<file path="config.mk">
export PLATFORM = sky130hd
export DESIGN_NAME = mesh_relay_filter_dedup_unit
export DESIGN_NICKNAME = d
export VERILOG_FILES = /design/src/hdl/mrfd_pkg.sv /design/src/hdl/mrfd_ram.sv /design/src/hdl/mrfd_ctrl.sv /design/src/hdl/mrfd_dp.sv /design/src/hdl/mesh_relay_filter_dedup_unit.sv
export SDC_FILE = /design/constraint.sdc
export NUM_CORES = 1
export LEC_CHECK = 0
export BUFFER_PORTS_ARGS = -buffer_cell sky130_fd_sc_hd__buf_4
export CORE_ASPECT_RATIO = 1.4
export CORE_MARGIN = 4
export CORE_UTILIZATION = 50
export CTS_CLUSTER_SIZE = 30
export DETAILED_ROUTE_END_ITERATION = 8
export HOLD_SLACK_MARGIN = 0.12
export PLACE_DENSITY = 0.66
export SLEW_MARGIN = 40
export SYNTH_ARGS = -nofsm -noshare
export SYNTH_HDL_FRONTEND = slang
export SYNTH_SLANG_ARGS = --single-unit
</file>
<file path="constraint.sdc">
create_clock -name clk -period 4.1 [get_ports clk]
set_input_delay 0.205 -clock clk [delete_from_list [all_inputs] [get_ports clk]]
set_output_delay 0.205 -clock clk [all_outputs]
set_load 0.02 [all_outputs]
</file>
<file path="src/hdl/mrfd_pkg.sv">
// Shared types and constants for the mesh relay filter and duplicate suppression block.
// No dependencies; mrfd_ctrl, mrfd_dp and the top level import this package.
package mrfd_pkg;

    localparam int RECENT_DEPTH_DEF = 16;
    localparam int LIST_LENGTH_DEF  = 8;

    localparam int ID_W       = 8;
    localparam int TYPE_W     = 7;
    localparam int LIST_W     = 64;
    localparam int CFG_IDX_W  = 2;
    localparam int CACHE_W    = TYPE_W + 2 * ID_W;

    // Message type characters
    localparam logic [TYPE_W-1:0] TYPE_CMD     = 7'h43;  // 'C'
    localparam logic [TYPE_W-1:0] TYPE_KEEP    = 7'h4B;  // 'K'
    localparam logic [TYPE_W-1:0] TYPE_WEATHER = 7'h57;  // 'W'
    localparam logic [TYPE_W-1:0] TYPE_RESP    = 7'h52;  // 'R'
    localparam logic [TYPE_W-1:0] TYPE_PING    = 7'h50;  // 'P'

    // Configuration register indexes
    localparam logic [CFG_IDX_W-1:0] CFG_OWN_ID  = 2'd0;
    localparam logic [CFG_IDX_W-1:0] CFG_CMD_LST = 2'd1;
    localparam logic [CFG_IDX_W-1:0] CFG_WX_LST  = 2'd2;

    typedef enum logic [2:0] {
        V_UNKNOWN   = 3'd0,
        V_TRUNCATED = 3'd1,
        V_OWN_ECHO  = 3'd2,
        V_NO_RELAY  = 3'd3,
        V_DUPLICATE = 3'd4,
        V_RELAY_FWD = 3'd5,
        V_RELAY_WX  = 3'd6
    } verdict_t;

    typedef struct packed {
        logic [7:0]      header_byte;
        logic [ID_W-1:0] station_id;
        logic [ID_W-1:0] unique_id;
        logic            header_complete;
    } item_t;

    typedef struct packed {
        logic [2:0] verdict;
        logic       deliver_command;
        logic       command_directed;
        logic       relay_demanded;
        logic       check_ping;
        logic       heard_weather;
    } result_t;

    typedef enum logic [2:0] {
        S_IDLE,
        S_LIST,
        S_CHECK,
        S_SCAN,
        S_EMIT
    } state_t;

    typedef struct packed {
        logic load;
        logic list_step;
        logic scan_start;
        logic scan_step;
        logic emit;
    } ctrl_cmd_t;

    typedef struct packed {
        logic list_end;
        logic relay_cand;
        logic scan_done;
        logic out_free;
    } ctrl_stat_t;

endpackage

</file>
<file path="src/hdl/mrfd_ram.sv">
// Generic single-write, single-read RAM with registered read data.
// No package dependencies.
module mrfd_ram #(
    parameter int WIDTH = 8,
    parameter int DEPTH = 16,
    localparam int AW   = (DEPTH > 1) ? $clog2(DEPTH) : 1
) (
    input  logic             clk,
    input  logic             wr_en,
    input  logic [AW-1:0]    wr_addr,
    input  logic [WIDTH-1:0] wr_data,
    input  logic [AW-1:0]    rd_addr,
    output logic [WIDTH-1:0] rd_data
);

    logic [WIDTH-1:0] mem [DEPTH];
    logic [WIDTH-1:0] rd_data_reg;

    always_ff @(posedge clk)
    begin
        if (wr_en)
        begin
            mem[wr_addr] <= wr_data;
        end
        rd_data_reg <= mem[rd_addr];
    end

    assign rd_data = rd_data_reg;

endmodule

</file>
<file path="src/hdl/mrfd_ctrl.sv">
// Sequencing state machine for the relay filter: accept, list scan, cache scan, emit.
// Depends on mrfd_pkg for the state, command and status types.
module mrfd_ctrl (
    input  logic                clk,
    input  logic                rst_n,
    input  logic                item_valid,
    output logic                item_stall,
    input  mrfd_pkg::ctrl_stat_t stat,
    output mrfd_pkg::ctrl_cmd_t  cmd
);

    import mrfd_pkg::*;

    state_t state_reg;
    state_t state_next;

    always_ff @(posedge clk or negedge rst_n)
    begin
        if (!rst_n)
        begin
            state_reg <= S_IDLE;
        end
        else
        begin
            state_reg <= state_next;
        end
    end

    always_comb
    begin
        state_next = state_reg;
        cmd        = '0;
        item_stall = 1'b1;
        case (state_reg)
            S_IDLE:
            begin
                item_stall = 1'b0;
                if (item_valid)
                begin
                    cmd.load   = 1'b1;
                    state_next = S_LIST;
                end
            end
            S_LIST:
            begin
                cmd.list_step = 1'b1;
                if (stat.list_end)
                begin
                    state_next = S_CHECK;
                end
            end
            S_CHECK:
            begin
                if (stat.relay_cand)
                begin
                    cmd.scan_start = 1'b1;
                    state_next     = S_SCAN;
                end
                else
                begin
                    state_next = S_EMIT;
                end
            end
            S_SCAN:
            begin
                cmd.scan_step = 1'b1;
                if (stat.scan_done)
                begin
                    state_next = S_EMIT;
                end
            end
            S_EMIT:
            begin
                // hold until the output register can take the word
                if (stat.out_free)
                begin
                    cmd.emit   = 1'b1;
                    state_next = S_IDLE;
                end
            end
            default:
            begin
                state_next = S_IDLE;
            end
        endcase
    end

    assert property (@(posedge clk) disable iff (!rst_n)
        $onehot0({cmd.load, cmd.list_step, cmd.scan_start, cmd.scan_step, cmd.emit}))
        else $error("more than one datapath command in a cycle");

    assert property (@(posedge clk) disable iff (!rst_n)
        cmd.emit |=> (state_reg == S_IDLE))
        else $error("controller did not return to idle after emit");

    assert property (@(posedge clk) disable iff (!rst_n)
        cmd.load |=> (state_reg == S_LIST))
        else $error("accepted word did not start the list scan");

endmodule

</file>
<file path="src/hdl/mrfd_dp.sv">
// Datapath of the relay filter: config registers, item register, list scan,
// recent-relay cache (RAM ring with fill count) and output register. Uses mrfd_pkg, mrfd_ram.
module mrfd_dp #(
    parameter int RECENT_DEPTH = mrfd_pkg::RECENT_DEPTH_DEF,
    parameter int LIST_LENGTH  = mrfd_pkg::LIST_LENGTH_DEF
) (
    input  logic                             clk,
    input  logic                             rst_n,
    input  logic                             cfg_wr_en,
    input  logic [mrfd_pkg::CFG_IDX_W-1:0]   cfg_index,
    input  logic [mrfd_pkg::LIST_W-1:0]      cfg_data,
    input  mrfd_pkg::item_t                  item,
    output logic                             result_valid,
    input  logic                             result_stall,
    output mrfd_pkg::result_t                result,
    input  mrfd_pkg::ctrl_cmd_t              cmd,
    output mrfd_pkg::ctrl_stat_t             stat
);

    import mrfd_pkg::*;

    localparam int IW = (RECENT_DEPTH > 1) ? $clog2(RECENT_DEPTH) : 1;
    localparam int CW = $clog2(RECENT_DEPTH + 1);
    localparam int LW = (LIST_LENGTH > 1) ? $clog2(LIST_LENGTH) : 1;
    localparam logic [CW-1:0] DEPTH_C    = CW'(RECENT_DEPTH);
    localparam logic [IW-1:0] LAST_PTR   = IW'(RECENT_DEPTH - 1);
    localparam logic [LW-1:0] LAST_LIDX  = LW'(LIST_LENGTH - 1);

    // configuration
    logic [ID_W-1:0]   own_id_reg;
    logic [LIST_W-1:0] cmd_list_reg;
    logic [LIST_W-1:0] wx_list_reg;

    // item and scan state
    item_t             item_reg;
    logic              listed_reg,   listed_next;
    logic [LW-1:0]     list_idx_reg, list_idx_next;
    logic [CW-1:0]     scan_cnt_reg, scan_cnt_next;
    logic              cmp_vld_reg,  cmp_vld_next;
    logic              hit_reg,      hit_next;
    logic [CW-1:0]     fill_reg,     fill_next;
    logic [IW-1:0]     wr_ptr_reg,   wr_ptr_next;
    result_t           result_reg;
    logic              result_valid_reg, result_valid_next;

    logic [TYPE_W-1:0]  msg_type;
    logic               known;
    logic               own_hit;
    logic               own_echo;
    logic               list_applies;
    logic [LIST_W-1:0]  list_sel;
    logic [ID_W-1:0]    list_byte;
    logic               relay_cand;
    logic               push;
    logic [CACHE_W-1:0] cache_key;
    logic [CACHE_W-1:0] rd_data;
    logic               issue;
    logic               list_end;
    logic               scan_done;
    logic               out_free;
    result_t            result_new;

    always_ff @(posedge clk or negedge rst_n)
    begin
        if (!rst_n)
        begin
            own_id_reg   <= '0;
            cmd_list_reg <= '0;
            wx_list_reg  <= '0;
        end
        else if (cfg_wr_en)
        begin
            case (cfg_index)
                CFG_OWN_ID:  own_id_reg   <= cfg_data[ID_W-1:0];
                CFG_CMD_LST: cmd_list_reg <= cfg_data;
                CFG_WX_LST:  wx_list_reg  <= cfg_data;
                default:     ;
            endcase
        end
    end

    always_ff @(posedge clk)
    begin
        if (cmd.load)
        begin
            item_reg <= item;
        end
        if (cmd.emit)
        begin
            result_reg <= result_new;
        end
    end

    // classification of the held item
    always_comb
    begin
        msg_type     = item_reg.header_byte[TYPE_W-1:0];
        known        = msg_type inside {TYPE_CMD, TYPE_KEEP, TYPE_WEATHER, TYPE_RESP, TYPE_PING};
        own_hit      = (item_reg.station_id == own_id_reg);
        own_echo     = (msg_type != TYPE_CMD) && own_hit;
        list_applies = known && item_reg.header_complete && !own_hit
                       && !item_reg.header_byte[7] && (msg_type != TYPE_PING);
        list_sel     = (msg_type == TYPE_WEATHER) ? wx_list_reg : cmd_list_reg;
        list_byte    = list_sel[{list_idx_reg, 3'b000} +: ID_W];
        relay_cand   = known && item_reg.header_complete && !own_hit
                       && (item_reg.header_byte[7] || listed_reg);
        cache_key    = {msg_type, item_reg.station_id, item_reg.unique_id};
        issue        = (scan_cnt_reg != fill_reg);
        push         = cmd.emit && relay_cand && !hit_reg;
    end

    // list scan: one id byte per cycle, a zero byte ends the list
    always_comb
    begin
        listed_next   = listed_reg;
        list_idx_next = list_idx_reg;
        list_end      = !list_applies || (list_byte == '0)
                        || (list_byte == item_reg.station_id) || (list_idx_reg == LAST_LIDX);
        if (cmd.load)
        begin
            listed_next   = 1'b0;
            list_idx_next = '0;
        end
        else if (cmd.list_step)
        begin
            if (list_applies && (list_byte != '0) && (list_byte == item_reg.station_id))
            begin
                listed_next = 1'b1;
            end
            if (!list_end)
            begin
                list_idx_next = list_idx_reg + 1'b1;
            end
        end
    end

    // cache scan: address issued one cycle, compared the next
    always_comb
    begin
        scan_cnt_next = scan_cnt_reg;
        cmp_vld_next  = 1'b0;
        hit_next      = hit_reg;
        if (cmd.scan_start)
        begin
            scan_cnt_next = '0;
            hit_next      = 1'b0;
        end
        else if (cmd.scan_step)
        begin
            if (issue && !hit_reg)
            begin
                scan_cnt_next = scan_cnt_reg + 1'b1;
                cmp_vld_next  = 1'b1;
            end
            if (cmp_vld_reg && (rd_data == cache_key))
            begin
                hit_next = 1'b1;
            end
        end
        scan_done = hit_reg || (!issue && !cmp_vld_reg);
    end

    // ring write pointer and fill count
    always_comb
    begin
        wr_ptr_next = wr_ptr_reg;
        fill_next   = fill_reg;
        if (push)
        begin
            wr_ptr_next = (wr_ptr_reg == LAST_PTR) ? '0 : wr_ptr_reg + 1'b1;
            if (fill_reg != DEPTH_C)
            begin
                fill_next = fill_reg + 1'b1;
            end
        end
    end

    always_comb
    begin
        result_new                 = '0;
        result_new.relay_demanded  = item_reg.header_byte[7];
        if (!known)
        begin
            result_new.verdict = V_UNKNOWN;
        end
        else if (!item_reg.header_complete)
        begin
            result_new.verdict = V_TRUNCATED;
        end
        else
        begin
            result_new.check_ping = (msg_type == TYPE_PING);
            if (own_echo)
            begin
                result_new.verdict = V_OWN_ECHO;
            end
            else
            begin
                result_new.deliver_command  = (msg_type == TYPE_CMD)
                                              && (own_hit || (item_reg.station_id == '0));
                result_new.command_directed = result_new.deliver_command
                                              && (item_reg.station_id != '0);
                result_new.heard_weather    = (msg_type == TYPE_WEATHER);
                if (!relay_cand)
                begin
                    result_new.verdict = V_NO_RELAY;
                end
                else if (hit_reg)
                begin
                    result_new.verdict = V_DUPLICATE;
                end
                else if (msg_type == TYPE_WEATHER)
                begin
                    result_new.verdict = V_RELAY_WX;
                end
                else
                begin
                    result_new.verdict = V_RELAY_FWD;
                end
            end
        end
    end

    always_comb
    begin
        result_valid_next = result_valid_reg;
        if (cmd.emit)
        begin
            result_valid_next = 1'b1;
        end
        else if (!result_stall)
        begin
            result_valid_next = 1'b0;
        end
        out_free = !result_valid_reg || !result_stall;
    end

    always_comb
    begin
        stat.list_end   = list_end;
        stat.relay_cand = relay_cand;
        stat.scan_done  = scan_done;
        stat.out_free   = out_free;
    end

    always_ff @(posedge clk or negedge rst_n)
    begin
        if (!rst_n)
        begin
            listed_reg       <= 1'b0;
            list_idx_reg     <= '0;
            scan_cnt_reg     <= '0;
            cmp_vld_reg      <= 1'b0;
            hit_reg          <= 1'b0;
            fill_reg         <= '0;
            wr_ptr_reg       <= '0;
            result_valid_reg <= 1'b0;
        end
        else
        begin
            listed_reg       <= listed_next;
            list_idx_reg     <= list_idx_next;
            scan_cnt_reg     <= scan_cnt_next;
            cmp_vld_reg      <= cmp_vld_next;
            hit_reg          <= hit_next;
            fill_reg         <= fill_next;
            wr_ptr_reg       <= wr_ptr_next;
            result_valid_reg <= result_valid_next;
        end
    end

    mrfd_ram #(
        .WIDTH (CACHE_W),
        .DEPTH (RECENT_DEPTH)
    ) u_cache (
        .clk     (clk),
        .wr_en   (push),
        .wr_addr (wr_ptr_reg),
        .wr_data (cache_key),
        .rd_addr (scan_cnt_reg[IW-1:0]),
        .rd_data (rd_data)
    );

    assign result_valid = result_valid_reg;
    assign result       = result_reg;

    assert property (@(posedge clk) disable iff (!rst_n)
        fill_reg <= DEPTH_C)
        else $error("cache fill count beyond depth");

    assert property (@(posedge clk) disable iff (!rst_n)
        (fill_reg != DEPTH_C) |-> (wr_ptr_reg == fill_reg[IW-1:0]))
        else $error("write pointer out of step with fill count");

    assert property (@(posedge clk) disable iff (!rst_n)
        cmd.emit |-> stat.out_free)
        else $error("result word overwritten before it was taken");

    assert property (@(posedge clk) disable iff (!rst_n)
        (cmd.emit && relay_cand && hit_reg) |-> (fill_reg != '0))
        else $error("duplicate reported with an empty cache");

endmodule

</file>
<file path="src/hdl/mesh_relay_filter_dedup_unit.sv">
// Top level of the mesh relay filter with duplicate suppression.
// Depends on mrfd_pkg, mrfd_ctrl, mrfd_dp (which holds mrfd_ram).
//
// One header word in, one verdict word out. After a word is accepted, the block
// walks the relay list one byte per cycle until the station is found, a zero
// byte ends the list or the last entry is reached; then, for a relay candidate,
// it reads the recent-relay cache RAM once per stored entry and compares each
// registered read with the key, stopping at the first match. The block takes one
// word at a time; a finished verdict waits in the output register while the next
// header is accepted. The cache starts empty after reset through its fill
// count, so no clearing pass is needed.
// Configuration must be written only while the block is idle; it is not enforced.
module mesh_relay_filter_dedup_unit #(
    parameter int RECENT_DEPTH = mrfd_pkg::RECENT_DEPTH_DEF,
    parameter int LIST_LENGTH  = mrfd_pkg::LIST_LENGTH_DEF
) (
    input  logic                           clk,
    input  logic                           rst_n,
    input  logic                           cfg_wr_en,
    input  logic [mrfd_pkg::CFG_IDX_W-1:0] cfg_index,
    input  logic [mrfd_pkg::LIST_W-1:0]    cfg_data,
    input  logic                           item_valid,
    output logic                           item_stall,
    input  mrfd_pkg::item_t                item,
    output logic                           result_valid,
    input  logic                           result_stall,
    output mrfd_pkg::result_t              result
);

    import mrfd_pkg::*;

    ctrl_cmd_t  cmd;
    ctrl_stat_t stat;

    mrfd_ctrl u_ctrl (
        .clk        (clk),
        .rst_n      (rst_n),
        .item_valid (item_valid),
        .item_stall (item_stall),
        .stat       (stat),
        .cmd        (cmd)
    );

    mrfd_dp #(
        .RECENT_DEPTH (RECENT_DEPTH),
        .LIST_LENGTH  (LIST_LENGTH)
    ) u_dp (
        .clk          (clk),
        .rst_n        (rst_n),
        .cfg_wr_en    (cfg_wr_en),
        .cfg_index    (cfg_index),
        .cfg_data     (cfg_data),
        .item         (item),
        .result_valid (result_valid),
        .result_stall (result_stall),
        .result       (result),
        .cmd          (cmd),
        .stat         (stat)
    );

endmodule
</file>
==> results.md <==
## GRT
• overall fraction of global-route tracks in use: 23.5%
• vias in the first global route: 14100
• largest net degree at the start of global routing: 93
• antenna violations before repair: 0
• first-pass GRT wire length: 88.1 mm
• gr ovfl total: 0

## Synthesis
• main combinational cell family by area after synthesis: multiplexers
• post-synthesis simple-gate area fraction: 4.26%
• Post-Synthesis Net Count: 1424
• fraction of the mapped netlist area in compound gates: 3.81%
• cell type with the largest total area after synthesis: sky130_fd_sc_hd__edfxtp_1
• Top FF cell, synth: sky130_fd_sc_hd__edfxtp_1
• synthesized-area fraction occupied by xor and xnor cells: 1.93%
• post-synthesis share of cell area spent on full adders, half adders and majority gates: 0.478%
• Synth Warn #: 0
• number of flip-flops and latches in the synthesized netlist: 584
• number of enable-type register cells in the synthesized netlist: 401
• Area contributors post-synth: sky130_fd_sc_hd__edfxtp_1 51%, sky130_fd_sc_hd__dfrtp_1 17%, sky130_fd_sc_hd__mux4_2 11%
• proportion of register bits with asynchronous set or reset after synthesis: 27.4%
• netlist area before placement: 23600 um^2
• average size of a mapped cell: 17.9 um^2
• fraction of the yosys area taken by sequential cells: 70.1%
• area fraction of the dominant cell type after synthesis: 51.1%
• multiplexer area fraction after synthesis: 18.0%
• synthesized netlist cell count: 1319
• distinct cell type count after synthesis: 57

## Final layout
• final design instance area without fill: 28300 um^2
• final std cells w/o fill: 2228
• diodes inserted: 0
• share of cells above drive strength 1: 33.7%
• Area Overhead vs Synth: 20.0%
• flip-flop count of the largest register after layout: 368
• final net count: 1672

## Floorplan
• row cnt: 93
• IO Count: 106
• Core Region: 46300 um^2
• Die Footprint: 50700 um^2
• floorplan die height: 265 um
• Die X-Extent: 191 um
• effective utilization at floorplan: 50.9%

## Routing
• count of vias placed by the detailed router: 13100
• average vias per placed instance: 5.87
• routed len/inst: 26.5 um
• final routed wirelength across all metal layers: 59.1 mm
• drt pass-1 iters: 5
• DRC violations left: 0
• post-route antenna net violation count: 0
• Initial DRC Count: 863

## Timing
• worst relative slew slack: 42.4%
• part of the cycle the worst path needs: 86.0%
• setup skew after layout: 0.0229 ns
• number of failing setup endpoints in the final timing report: 0
• unrepaired setup endpoints after global routing: no
• final worst path period need: 3.53 ns
• TNS Setup: 0 ns
• Slew Viols, Final: 0
• achievable clock frequency: 284 MHz
• transition time at the pin with the least slew margin: 0.860 ns
• final hold viol count: 0

## Setup path
• class of the most critical setup path: register to register
• startpoint kind of the worst setup timing path: register
• critical path arrival: 4.03 ns
• data required time at the worst endpoint: 4.60 ns
• crit end category: register
• CP max FO: 37

## Placed design
• placed insts: 2031
• Detailed Place HPWL: 38.3 mm
• routability-driven placement congestion ratio: 0.881
• area after detailed placement: 25500 um^2
• Port Buf Inserts: 105

## CTS
• clk buf depth: 3
• worst skew pair latency: 0.58 ns
• CTS H-tree lvls: 2
• CTS clock-pin slew for the worst setup and hold paths: 0.06 ns
• cell at the root of the clock tree: sky130_fd_sc_hd__clkbuf_16
• post-cts sizing count: 0
• sinks on the clock net: 584
• CTS tree: done
• total CTS buffers: 53

## Flow run
• max-cap violations: 0

## Pwr
• peak supply drop: 0.000421 V
• Lkg Pwr: 0.0101 uW
• Pwr per Cell Area: 563 nW/um^2

## Worst hold path
• class of the tightest hold or removal check: input port to asynchronous set/reset pin

## Outcome
• outcome: finished clean

placed cells by master (no fill, tap or decap), types with 8 or more instances in the layout:
cell / Yosys / routed
sky130_fd_sc_hd__clkinv_2: 0 / 14
sky130_fd_sc_hd__edfxtp_1: 401 / 401
sky130_fd_sc_hd__dlygate4sd3_1: 0 / 97
sky130_fd_sc_hd__mux2_2: 140 / 140
sky130_fd_sc_hd__nand2b_1: 10 / 10
sky130_fd_sc_hd__dfrtp_1: 160 / 157
sky130_fd_sc_hd__a21oi_1: 27 / 27
sky130_fd_sc_hd__and3_1: 24 / 24
sky130_fd_sc_hd__ha_1: 9 / 9
sky130_fd_sc_hd__mux4_2: 115 / 115
sky130_fd_sc_hd__a311oi_1: 8 / 8
sky130_fd_sc_hd__o21ai_0: 45 / 45
sky130_fd_sc_hd__nand3_1: 42 / 42
sky130_fd_sc_hd__nand4_1: 11 / 11
sky130_fd_sc_hd__nor2_2: 0 / 12
sky130_fd_sc_hd__inv_1: 11 / 11
sky130_fd_sc_hd__xnor2_1: 40 / 40
sky130_fd_sc_hd__buf_4: 0 / 160
sky130_fd_sc_hd__nand2_1: 24 / 24
sky130_fd_sc_hd__dfxtp_1: 23 / 23
sky130_fd_sc_hd__a31oi_1: 9 / 9
sky130_fd_sc_hd__xor2_1: 12 / 12
sky130_fd_sc_hd__a211o_1: 23 / 23
sky130_fd_sc_hd__clkbuf_16: 0 / 55
sky130_fd_sc_hd__nor2_1: 38 / 26
routing by layer:
metal | routed length (um) | up-vias | track usage [%]
li1 | - | 5710 | -
met1 | 20700 | 6826 | 26.8
met2 | 32200 | 400 | 42.5
met3 | 2540 | 146 | 3.12
met4 | 3690 | 0 | 12.6
met5 | 0 | - | 0
cell type report:
class                           instances  area, um^2
Sequential cell                       584       16500
Tap cell                              617         772
Fill cell                            3464       18000
Timing Repair Buffer                  268        2370
Clock buffer                           65        1460
Inverter                               11        41.3
Multi-Input combinational cell        649        6780
Clock inverter                         34         329
cells by family (layout without fill, tap and decap cells):
| logic type | Yosys count | after routing |
|---|---|---|
| buffers and inverters | 86 | 378 |
| AOI/OAI and AO/OA | 138 | 138 |
| and+or+nand+nor | 189 | 189 |
| muxes | 261 | 261 |
| adders and majority gates | 9 | 9 |
| xor gates and xnor gates | 52 | 52 |
| DFF | 584 | 584 |
Yosys cell counts, types with 3 or more instances:
library cell / number
sky130_fd_sc_hd__mux4_2: 115
sky130_fd_sc_hd__edfxtp_1: 401
sky130_fd_sc_hd__mux2_2: 140
sky130_fd_sc_hd__inv_1: 11
sky130_fd_sc_hd__ha_1: 9
sky130_fd_sc_hd__a21oi_1: 27
sky130_fd_sc_hd__nor3_1: 10
sky130_fd_sc_hd__nand2b_1: 10
sky130_fd_sc_hd__nor2b_1: 4
sky130_fd_sc_hd__a211o_1: 23
sky130_fd_sc_hd__nor2_1: 38
sky130_fd_sc_hd__nand2_1: 24
sky130_fd_sc_hd__nor4_1: 6
sky130_fd_sc_hd__buf_2: 10
sky130_fd_sc_hd__clkbuf_1: 50
sky130_fd_sc_hd__o22ai_1: 4
sky130_fd_sc_hd__dfxtp_1: 23
sky130_fd_sc_hd__dfrtp_1: 160
sky130_fd_sc_hd__xor2_1: 12
sky130_fd_sc_hd__nand3_1: 42
sky130_fd_sc_hd__mux2i_1: 3
sky130_fd_sc_hd__o21ai_0: 45
sky130_fd_sc_hd__buf_1: 12
sky130_fd_sc_hd__mux2_1: 3
sky130_fd_sc_hd__a31oi_1: 9
sky130_fd_sc_hd__xnor2_1: 40
sky130_fd_sc_hd__nand4_1: 11
sky130_fd_sc_hd__and3_1: 24
sky130_fd_sc_hd__nand3b_1: 3
sky130_fd_sc_hd__a221oi_1: 5
sky130_fd_sc_hd__a311oi_1: 8
sky130_fd_sc_hd__nor3b_1: 3
report_power, final:
part / switching, uW / leakage (uW) / internal (uW)
clock network: 2150 / 0.000880 / 2920
registers: 513 / 0.00571 / 6980
logic: 1580 / 0.00349 / 1780
metrics by stage:
step / setup slack [ns] / power, uW / util (%) / hold slack (ns)
3_3_place_gp: 0.706 / 10900 / 55.0 / 0.339
6_report: 0.574 / 15900 / 61.1 / 0.162
2_1_floorplan: 0.385 / 9750 / - / -0.0906
5_1_grt: 0.442 / 16500 / 61.1 / 0.188
4_1_cts: 0.640 / 16100 / 61.1 / 0.157
3_5_place_dp: 0.681 / 10900 / 55.0 / 0.127
repair_timing:
action	4_1_cts	5_1_grt
setup buffers	0	0
hold buffers	98	0
hold endpoints to repair	328	0
critical path, stage by stage, from the launching register on:
cell	delay (ns)
sky130_fd_sc_hd__edfxtp_1	0.38
sky130_fd_sc_hd__buf_4	0.21
sky130_fd_sc_hd__nand4b_1	0.18
sky130_fd_sc_hd__buf_4	0.27
sky130_fd_sc_hd__o21ai_0	0.63
sky130_fd_sc_hd__a31oi_1	0.20
sky130_fd_sc_hd__a221oi_1	0.54
sky130_fd_sc_hd__nor2_1	0.12
sky130_fd_sc_hd__xnor2_1	0.16
sky130_fd_sc_hd__nand4_1	0.16
sky130_fd_sc_hd__o21ai_2	0.34
sky130_fd_sc_hd__mux2i_1	0.23
final timing paths:
path	from	to	slack [ns]	cells after the start
setup reg to reg	u_dp.cache_key[19]	u_dp.list_idx_reg[1]	0.57	11
max in group asynchronous	rst_n	u_dp.scan_cnt_reg[1]	3.37	3
hold / removal	rst_n	u_dp.wx_list_reg[48]	0.16	3
setup / recovery	u_dp.cache_key[19]	u_dp.list_idx_reg[1]	0.57	11
hold reg to reg	u_dp.wx_list_reg[35]	u_dp.wx_list_reg[35]	0.50	1
min in group clk	cfg_wr_en	u_dp.own_id_reg[0]	0.27	3
No activity file was read; power rests on OpenSTA's default activity.
